File: src/sv/hdx_pkg.sv
// shared types, character codes and hex digit decode for the hex dump byte extractor
`default_nettype none

package hdx_pkg;

	// width of the line limit register
	localparam int unsigned LIMIT_W = 12;
	localparam logic [LIMIT_W-1:0] LIMIT_RESET = 12'd256;

	// console character codes
	localparam logic [7:0] CH_CR    = 8'h0D;
	localparam logic [7:0] CH_LF    = 8'h0A;
	localparam logic [7:0] CH_COLON = 8'h3A;
	localparam logic [7:0] CH_SPACE = 8'h20;

	// line parse phases
	typedef enum logic [4:0] {
		PH_SEEK_COLON    = 5'b00001,
		PH_SKIP_SPACES   = 5'b00010,
		PH_HAVE_HIGH     = 5'b00100,
		PH_SKIP_TO_SPACE = 5'b01000,
		PH_STOPPED       = 5'b10000
	} phase_t;

	// decoded hex digit
	typedef struct packed {
		logic       ok;
		logic [3:0] val;
	} hex_t;

	// per-character decision handed from the parser to the output register
	typedef struct packed {
		logic       emit;
		logic [7:0] data_byte;
	} parse_res_t;

	// ascii hex digit decode, either case
	function automatic hex_t hex_decode(input logic [7:0] c);
		hex_t h;
		h.ok = 1'b1;
		h.val = 4'd0;
		if (c >= 8'h30 && c <= 8'h39) begin
			h.val = 4'(c - 8'h30);
		end else if (c >= 8'h61 && c <= 8'h66) begin
			h.val = 4'(c - 8'h61 + 8'd10);
		end else if (c >= 8'h41 && c <= 8'h46) begin
			h.val = 4'(c - 8'h41 + 8'd10);
		end else begin
			h.ok = 1'b0;
		end
		return h;
	endfunction

endpackage

`default_nettype wire

File: src/sv/hdx_parser.sv
// line parser: phase, pending high nibble and per-line character count
`default_nettype none

module hdx_parser import hdx_pkg::*; #(
	parameter int unsigned COUNT_BITS = 12
) (
	input  wire logic               clk,
	input  wire logic               arst_n,
	input  wire logic               fire,
	input  wire logic [7:0]         in_char,
	input  wire logic [LIMIT_W-1:0] line_limit,
	output parse_res_t              res
);

	localparam int unsigned CW = (COUNT_BITS > LIMIT_W) ? COUNT_BITS : LIMIT_W;
	localparam logic [CW-1:0] COUNT_MAX = CW'((64'd1 << COUNT_BITS) - 64'd1);

	phase_t                phase_q, phase_d;
	logic [3:0]            high_nibble_q, high_nibble_d;
	logic [COUNT_BITS-1:0] line_count_q, line_count_d;

	hex_t          hex;
	logic [CW-1:0] limit_ext;
	logic [CW-1:0] limit_eff;
	logic          kept;

	// limit capped at the counter range
	assign hex       = hex_decode(in_char);
	assign limit_ext = CW'(line_limit);
	assign limit_eff = (limit_ext > COUNT_MAX) ? COUNT_MAX : limit_ext;
	assign kept      = CW'(line_count_q) < limit_eff;

	// next state and byte decision for the current character
	always_comb begin
		phase_d       = phase_q;
		high_nibble_d = high_nibble_q;
		line_count_d  = line_count_q;
		res.emit      = 1'b0;
		res.data_byte = {high_nibble_q, hex.val};
		if (in_char == CH_CR) begin
			// ignored entirely
		end else if (in_char == CH_LF) begin
			phase_d       = PH_SEEK_COLON;
			high_nibble_d = 4'd0;
			line_count_d  = '0;
		end else if (kept) begin
			line_count_d = line_count_q + COUNT_BITS'(1);
			case (phase_q)
				PH_SEEK_COLON: begin
					if (in_char == CH_COLON)
						phase_d = PH_SKIP_SPACES;
				end
				PH_SKIP_SPACES: begin
					if (in_char != CH_SPACE) begin
						if (hex.ok) begin
							high_nibble_d = hex.val;
							phase_d       = PH_HAVE_HIGH;
						end else begin
							phase_d = PH_STOPPED;
						end
					end
				end
				PH_HAVE_HIGH: begin
					if (hex.ok) begin
						res.emit = 1'b1;
						phase_d  = PH_SKIP_TO_SPACE;
					end else begin
						phase_d = PH_STOPPED;
					end
				end
				PH_SKIP_TO_SPACE: begin
					if (in_char == CH_SPACE)
						phase_d = PH_SKIP_SPACES;
				end
				default: begin
					phase_d = PH_STOPPED;
				end
			endcase
		end
	end

	// state registers, updated once per processed character
	always_ff @(posedge clk or negedge arst_n) begin
		if (!arst_n) begin
			phase_q       <= PH_SEEK_COLON;
			high_nibble_q <= 4'd0;
			line_count_q  <= '0;
		end else if (fire) begin
			phase_q       <= phase_d;
			high_nibble_q <= high_nibble_d;
			line_count_q  <= line_count_d;
		end
	end

	// a byte only completes from the high-digit phase
	a_emit_from_high: assert property (@(posedge clk) disable iff (!arst_n)
		fire && res.emit |-> phase_q == PH_HAVE_HIGH)
		else $error("byte emitted outside high-digit phase");

	// line feed restarts the line
	a_lf_restart: assert property (@(posedge clk) disable iff (!arst_n)
		fire && in_char == CH_LF |=> line_count_q == '0 && phase_q == PH_SEEK_COLON)
		else $error("line feed did not restart the line");

	// carriage return leaves the line state alone
	a_cr_ignored: assert property (@(posedge clk) disable iff (!arst_n)
		fire && in_char == CH_CR |=> $stable(line_count_q) && $stable(phase_q)
			&& $stable(high_nibble_q))
		else $error("carriage return changed line state");

endmodule

`default_nettype wire

File: src/sv/hex_dump_line_byte_extractor.sv
// top level: input register, line parser and output register of the hex dump byte extractor
//
//   channel   dir  width  contents
//   s_*       in   8      s_tdata: in_char
//   m_*       out  8      m_tdata: data_byte
//   cfg_*     in   12     cfg_data: line_limit, written when cfg_we is high
//
// one character per cycle sustained while the output is not held
// a byte's second digit passes the input register, then the parser and the output register
// reset clears the phase, nibble and count, and sets line_limit to 256
// a held result blocks processing of the next character; one more waits in the input register
`default_nettype none

module hex_dump_line_byte_extractor import hdx_pkg::*; #(
	parameter int unsigned COUNT_BITS = 12
) (
	input  wire logic               clk,
	input  wire logic               arst_n,
	input  wire logic               s_tvalid,
	output logic                    s_tready,
	input  wire logic [7:0]         s_tdata,   // [7:0] in_char
	output logic                    m_tvalid,
	input  wire logic               m_tready,
	output logic [7:0]              m_tdata,   // [7:0] data_byte
	input  wire logic               cfg_we,
	input  wire logic [LIMIT_W-1:0] cfg_data
);

	logic [LIMIT_W-1:0] line_limit_q;
	logic               valid_s1;
	logic [7:0]         char_s1;
	logic               out_valid_q;
	logic [7:0]         out_data_q;
	logic               out_free;
	logic               proc;
	parse_res_t         res;

	assign out_free = !out_valid_q || m_tready;
	assign proc     = valid_s1 && out_free;
	assign s_tready = !valid_s1 || out_free;
	assign m_tvalid = out_valid_q;
	assign m_tdata  = out_data_q;

	// line limit register
	always_ff @(posedge clk or negedge arst_n) begin
		if (!arst_n)
			line_limit_q <= LIMIT_RESET;
		else if (cfg_we)
			line_limit_q <= cfg_data;
	end

	// input register
	always_ff @(posedge clk or negedge arst_n) begin
		if (!arst_n)
			valid_s1 <= 1'b0;
		else if (s_tready)
			valid_s1 <= s_tvalid;
	end

	always_ff @(posedge clk) begin
		if (s_tready && s_tvalid)
			char_s1 <= s_tdata;
	end

	hdx_parser #(
		.COUNT_BITS(COUNT_BITS)
	) u_parser (
		.clk       (clk),
		.arst_n    (arst_n),
		.fire      (proc),
		.in_char   (char_s1),
		.line_limit(line_limit_q),
		.res       (res)
	);

	// output register
	always_ff @(posedge clk or negedge arst_n) begin
		if (!arst_n)
			out_valid_q <= 1'b0;
		else if (proc)
			out_valid_q <= res.emit;
		else if (m_tready)
			out_valid_q <= 1'b0;
	end

	always_ff @(posedge clk) begin
		if (proc && res.emit)
			out_data_q <= res.data_byte;
	end

endmodule

`default_nettype wire

File: config.mk
export PLATFORM = sky130hd
export DESIGN_NAME = hex_dump_line_byte_extractor
export DESIGN_NICKNAME = d
export VERILOG_FILES = /design/src/sv/hdx_pkg.sv /design/src/sv/hdx_parser.sv /design/src/sv/hex_dump_line_byte_extractor.sv
export SDC_FILE = /design/constraint.sdc
export NUM_CORES = 1
export LEC_CHECK = 0
export BUFFER_PORTS_ARGS = -buffer_cell sky130_fd_sc_hd__buf_2
export CAP_MARGIN = 25
export CORE_ASPECT_RATIO = 0.8
export CORE_UTILIZATION = 51
export CTS_CLUSTER_SIZE = 14
export DETAILED_ROUTE_END_ITERATION = 7
export PLACE_DENSITY = 0.75
export SLEW_MARGIN = 20
export SYNTH_ARGS = -nofsm -noshare
export SYNTH_HDL_FRONTEND = slang
export SYNTH_SLANG_ARGS = --single-unit
export TNS_END_PERCENT = 50
File: constraint.sdc
create_clock -name clk -period 2.5 [get_ports clk]
set_input_delay 0 -clock clk [delete_from_list [all_inputs] [get_ports clk]]
set_output_delay 0 -clock clk [all_outputs]
set_load 0.1 [all_outputs]
Word-level counts from Yosys, hierarchy flattened
Index checks and enable logic that the tools add are counted.
- register bits: 51
- bits of input ports: 25
- output and inout bits: 10
- word-level logic and storage cells: 82
- add/subtract/negate cells: 6
- order comparisons: 8
- equality and inequality tests: 12
- multiplexer cells: 29
- bitwise operators: 1
- reductions and logical operators: 18
- operators with widths (kind ; number):
    2-to-1 mux 12 bit ; 3
    2-to-1 mux 5 bit ; 7
    2-to-1 mux 4 bit ; 8
    case mux 5 bit (4 select lines) ; 1
    equality test 8 x 4 -> 1 bit (second input constant) ; 2
    equality test 8 x 6 -> 1 bit (second input constant) ; 2
    greater-or-equal comparator 8 x 7 -> 1 bit (second input constant) ; 2
    <= comparator 8 x 7 -> 1 bit (second input constant) ; 2
    adder 12 x 1 -> 12 bit (second input constant) ; 1
    > comparator 12 bit (second input constant) ; 1
    < comparator 12 bit ; 1
    AND reduction 6 bit ; 2
    subtractor 4 x 1 -> 4 bit (second input constant) ; 3
    2-to-1 mux 1 bit ; 10
    nonzero test 2 bit ; 5
    inequality test 3 x 1 -> 1 bit (second input constant) ; 3
    adder 4 bit (second input constant) ; 2
    greater-or-equal comparator 8 x 6 -> 1 bit (second input constant) ; 1
    <= comparator 8 x 6 -> 1 bit (second input constant) ; 1
    inequality test 8 x 6 -> 1 bit (second input constant) ; 1
    logical AND 1 bit ; 6
    equality test 5 x 1 -> 1 bit (second input constant) ; 1
    equality test 5 x 2 -> 1 bit (second input constant) ; 1
    equality test 5 x 3 -> 1 bit (second input constant) ; 1
    5 further kinds ; 7

Longest topological paths before layout
- word-level depth: 11
- mapped depth: 10
- gate-level depth less buffers: 8

Modules after synthesis
A second synthesis with hierarchy kept.
- cell total of the unflattened synthesis: 250
- area, all modules: 2844.0 sq um
- by module, submodules not included (module ; instances ; cells an instance ; area an instance (sq um) ; sequential area each (sq um)):
    hdx_parser ; 1 ; 199 ; 1781.7 ; 526.8
    hex_dump_line_byte_extractor ; 1 ; 51 ; 1062.3 ; 832.0

Least setup slack after synthesis
OpenSTA, ideal clock, no wires.
- path kind: register -> register
- from: register out_valid_q (netlist: m_tvalid)
- to: register out_data_q[0] (netlist: m_tdata[0]), enable pin
- setup time: 383 ps
- arrival time: 2375 ps
- data required time: 2117 ps
- setup slack: -258 ps
- cell stages (with the launch flop): 7
- path buffers: 1
- period minus slack after synthesis: 2758 ps
- cells stage by stage: dfrtp_1 nor2b_1 nor3b_1 o2111ai_1 a21o_1 buf_6 nor4_2
- cells in the longest elaborated chain, start to end: 4
- ends and longest elaborated chain (item ; RTL line ; RTL):
    start, declared ; hex_dump_line_byte_extractor.sv:32 ; logic out_valid_q;
    start signal, assigned ; hex_dump_line_byte_extractor.sv:81 ; out_valid_q <= res.emit;
    zero test 1 bit ; hex_dump_line_byte_extractor.sv:38 ; assign out_free = !out_valid_q || m_tready;
    logical OR 1 bit ; hex_dump_line_byte_extractor.sv:38 ;
    logical AND 1 bit ; hex_dump_line_byte_extractor.sv:39 ; assign proc = valid_s1 && out_free;
    logical AND 1 bit ; hex_dump_line_byte_extractor.sv:87 ; if (proc && res.emit)
    end signal, assigned ; hex_dump_line_byte_extractor.sv:88 ; out_data_q <= res.data_byte;
    end, declared ; hex_dump_line_byte_extractor.sv:33 ; logic [7:0] out_data_q;
Every way passes these cells.
A chain may end at the register's enable or synchronous reset.

Worst setup path after layout
- from: register u_parser.line_count_q[1]
- to: register u_parser.line_count_q[11]
- cells in the longest elaborated chain, start to end: 3
- elaborated cells on any way between the ends: 6
- classes of those cells: add/sub: 1; order compare: 1; mux: 2; reduce/logical: 2
- ends and longest elaborated chain (item ; RTL line ; RTL):
    start, declared ; hdx_parser.sv:20 ; logic [COUNT_BITS-1:0] line_count_q, line_count_d;
    start signal, assigned ; hdx_parser.sv:91 ; line_count_q <= line_count_d;
    adder 12 x 1 -> 12 bit / < comparator 12 bit (equally long branches) ; hdx_parser.sv:47, hdx_parser.sv:31 ;
    2-to-1 mux 12 bit / nonzero test 2 bit (equally long branches) ; -- ;
    2-to-1 mux 12 bit / AND reduction 3 bit (equally long branches) ; -- ;
Parallel ways exist; a longest one is shown, timed or not. The select of a mux whose other input is x is not followed.

==> metrics.cfg <==
[status]
status = completed

[synth]
ys_types = 50
mappedNetlistArea_um2 = 2590
ys_ff_latch = 51
synth_top_family_by_area = simple AND/OR/NAND/NOR gates
yosysWarnings = 0
synth-simple-area-share = 0.174
synthFlopType = dfrtp_1
ys_seq_area_frac = 0.524
avgSynthCellArea_um2 = 10.7
synth_xor_area_frac = 0.0135
synth_cells = 243
synthArstFlopShare = 0.686
syn_nets = 284
synth_compound_area_frac = 0.151
synthMuxAreaShare = 0.0217
synth_fa_ha_area_frac = 0.0771
synth-edff-count = 16

[route]
drt-initial-drc-count = 158
drc = 0
drt-met1-wl_mm = 2.80
dr.pass1.iters = 4
ant_nets = 0
wl_mm = 5.61
met3_wirelength_um = 298
via_per_inst = 5.63
avgRoutedWirePerCell_um = 14.9
vias = 2116
top_layer = met4
wl_met2_mm = 2.45

[critical_path]
reg2reg_from = u_parser.line_count_q[1]
cp.arrival_ns = 2.63
crit_chain = ha_1, a21o_1, a211o_4, a21o_1, buf_4, or4_1, a21oi_2
cp-start-kind = register
path_class = register to register
reg2reg_to = u_parser.line_count_q[11]
cpMostUsedCell = a21o_1
max_stage_delay_ns = 0.54
endpoint = u_parser.line_count_q[11]
r2r_slack_ns = 0.10
required_ns = 2.73
cp_max_fo = 12
worst_setup_path_end_kind = register
rr_worst_depth = 7
crit_path_start = u_parser.line_count_q[1]
crit_slowest_cell = or4_1

[global_route]
antenna_found_initial = 0
grt_max_degree = 36
overflow = 0
grt_pass1_vias = 2035
grt_use_total = 0.233
grt_pass1_wl_mm = 9.33

[power_and_ir_drop]
ir_worst_vdd_v = 0.000476
power_density_nw_per_um2 = 595
internal_power_uw = 1410
p_leak_uw = 0.00150
p_sw_uw = 553
power_frac_seq = 0.515
p_clk_frac = 0.287
p_comb_frac = 0.198
swShare = 0.282

[timing]
worst-slew-pin-transition_ns = 0.776
setup_viol = 0
setup_tns_ns = 0
fin_crit_ns = 2.40
slew_viol_final = 0
rsz0062_at_grt = no
relSlewSlack = 0.483
finalHoldViolations = 0
fin_crit_sh = 0.960
max_clock_freq_mhz = 417
clock_skew_ns = 0.00512

[clocking]
clkTransAtPathRegs_ns = 0.09
cts_made_buffers = 5
h-tree-depth = 2
clock_latency_ns = 0.30
cts_tree = done
root_buffer = clkbuf_8
cts_buffer_depth = 2
cts.sinks = 51

[floorplanning]
core_um2 = 4730
io_pins = 35
start_util = 0.548
fp.dieH_um = 65.8
fp.dieW_um = 81.8
rows = 22
die_area_um2 = 5380

[worst_hold_path]
min_path_type = input port to register
hold_path.startpoint = m_tready

[layout]
multiInputGateArea_um2 = 1170
antenna-diode-count = 0
layoutNonFillerInstCount = 376
drive_gt1_frac = 0.225
n_fill_cell = 348
areaGrowthSynthToFinish_pct = 27.0
regArea_um2 = 1360
fin_nets = 356

[placed_design]
dp_hpwl_mm = 3.92
dp_cells = 344
io_buffers = 34
gp_congestion = 0.892

[run]
maxCapViolations = 0

-- worst min-delay path by stage --
stage	end	slack, ns	depth (start not counted)
after floorplan	line_limit_q[0]	-0.30	0
after global placement	line_limit_q[1]	0.13	1
after detailed placement	u_parser.high_nibble_q[1]	0.12	1
after CTS	valid_s1	0.04	4
after global routing	valid_s1	0.09	4
final	valid_s1	0.04	4
-- power by group through the flow --
stage	registers [uW]	logic [uW]	clock network (uW)
after detailed placement	1030	326	0
after global routing	1030	436	615
after floorplan	1010	216	0
final	1010	389	563
after global placement	1020	311	0
after CTS	1010	356	571
-- through the flow --
stage / area [um2] / utilization / power (uW) / setup WS (ns) / hold WS (ns)
after floorplan: 2610 / - / 1230 / 0.119 / -0.296
after global placement: 2920 / 0.617 / 1340 / 0.0486 / 0.127
after detailed placement: 2920 / 0.617 / 1350 / 0.0370 / 0.125
after CTS: 3260 / 0.688 / 1930 / 0.0805 / 0.0413
after global routing: 3300 / 0.696 / 2080 / 0.00831 / 0.0927
final: 3300 / 0.696 / 1960 / 0.101 / 0.0375
-- repair_timing --
action                                  in CTS  in global routing
setup buffers                                0                  2
gates resized for setup                      1                  7
hold buffers                                22                  0
hold endpoints to repair                    54                  0
pin swaps                                    0                  1
endpoints found under the setup margin       1                 22
-- cell usage after synthesis (3+ instances only) --
| cell type | n | area, um2 |
|---|---|---|
| dfrtp_1 | 33 | 826 |
| nand2_1 | 22 | 82.6 |
| inv_1 | 18 | 67.6 |
| o21ai_0 | 18 | 90.1 |
| edfxtp_1 | 16 | 480 |
| ha_1 | 16 | 200 |
| a21oi_1 | 12 | 60.1 |
| nor2_1 | 11 | 41.3 |
| nand3_1 | 8 | 40.0 |
| clkbuf_1 | 6 | 22.5 |
| nand4_1 | 6 | 37.5 |
| o31ai_1 | 6 | 45.0 |
| a21o_1 | 5 | 37.5 |
| or4_1 | 5 | 37.5 |
| nand2b_1 | 4 | 25.0 |
| nor3b_1 | 4 | 30.0 |
| or3_1 | 4 | 25.0 |
| a2111oi_0 | 3 | 26.3 |
| and3_1 | 3 | 18.8 |
| mux2_1 | 3 | 33.8 |
| xnor2_1 | 3 | 26.3 |
-- layout by cell type, fill, tap and decap left out, drive strengths merged, types with 7 or more instances in the layout --
cell	netlist	layout
buf	1	50
dfrtp	33	33
nand2	22	22
dlygate4sd3	0	22
o21ai	20	20
inv	18	19
ha	16	16
edfxtp	16	16
a21oi	12	12
nor2	11	11
nand3	8	8
clkbuf	6	7
-- logic make-up (layout without fill, tap and decap cells) --
family | count (synthesis) | count (layout)
flip-flops | 51 | 51
XOR/XNOR | 4 | 4
AO/OA/AOI/OAI | 60 | 60
buffers and inverters | 25 | 98
adder cells (fa/ha/maj) | 16 | 16
AND/OR/NAND/NOR | 82 | 82
multiplexers | 5 | 5
-- layer usage --
metal  vias up  GRT usage
li1       1040          -
met2        62      0.351
met3        10     0.0524
met1      1004      0.339
met4         0     0.0570
met5         -          0
-- cell type report --
class                   count  share of cell area
well taps                  60              0.0228
repair buffers             72               0.155
inverters                  18              0.0205
flip-flops and latches     51               0.413
clock buffers               7              0.0326
multi-input cells         167               0.354
clock inverters             1             0.00266
-- sequential cells by signal, summed over array words and instances, names as in the netlist --
signal / count
line_limit_q: 12
u_parser.line_count_q: 12
char_s1: 8
m_tdata: 8
u_parser.phase_q: 5
u_parser.high_nibble_q: 4
m_tvalid: 1
valid_s1: 1
-- worst max-delay path, delay by kind of cell, from the launching register on --
| kind | cells | cell delay [ns] |
|---|---|---|
| DFF | 1 | 0.44 |
| adders and majority gates | 1 | 0.30 |
| AOI/OAI and AO/OA | 4 | 0.88 |
| and+or+nand+nor | 1 | 0.54 |
| buffers and inverters | 1 | 0.17 |
Note: power is estimated with default switching activity, not from simulation.
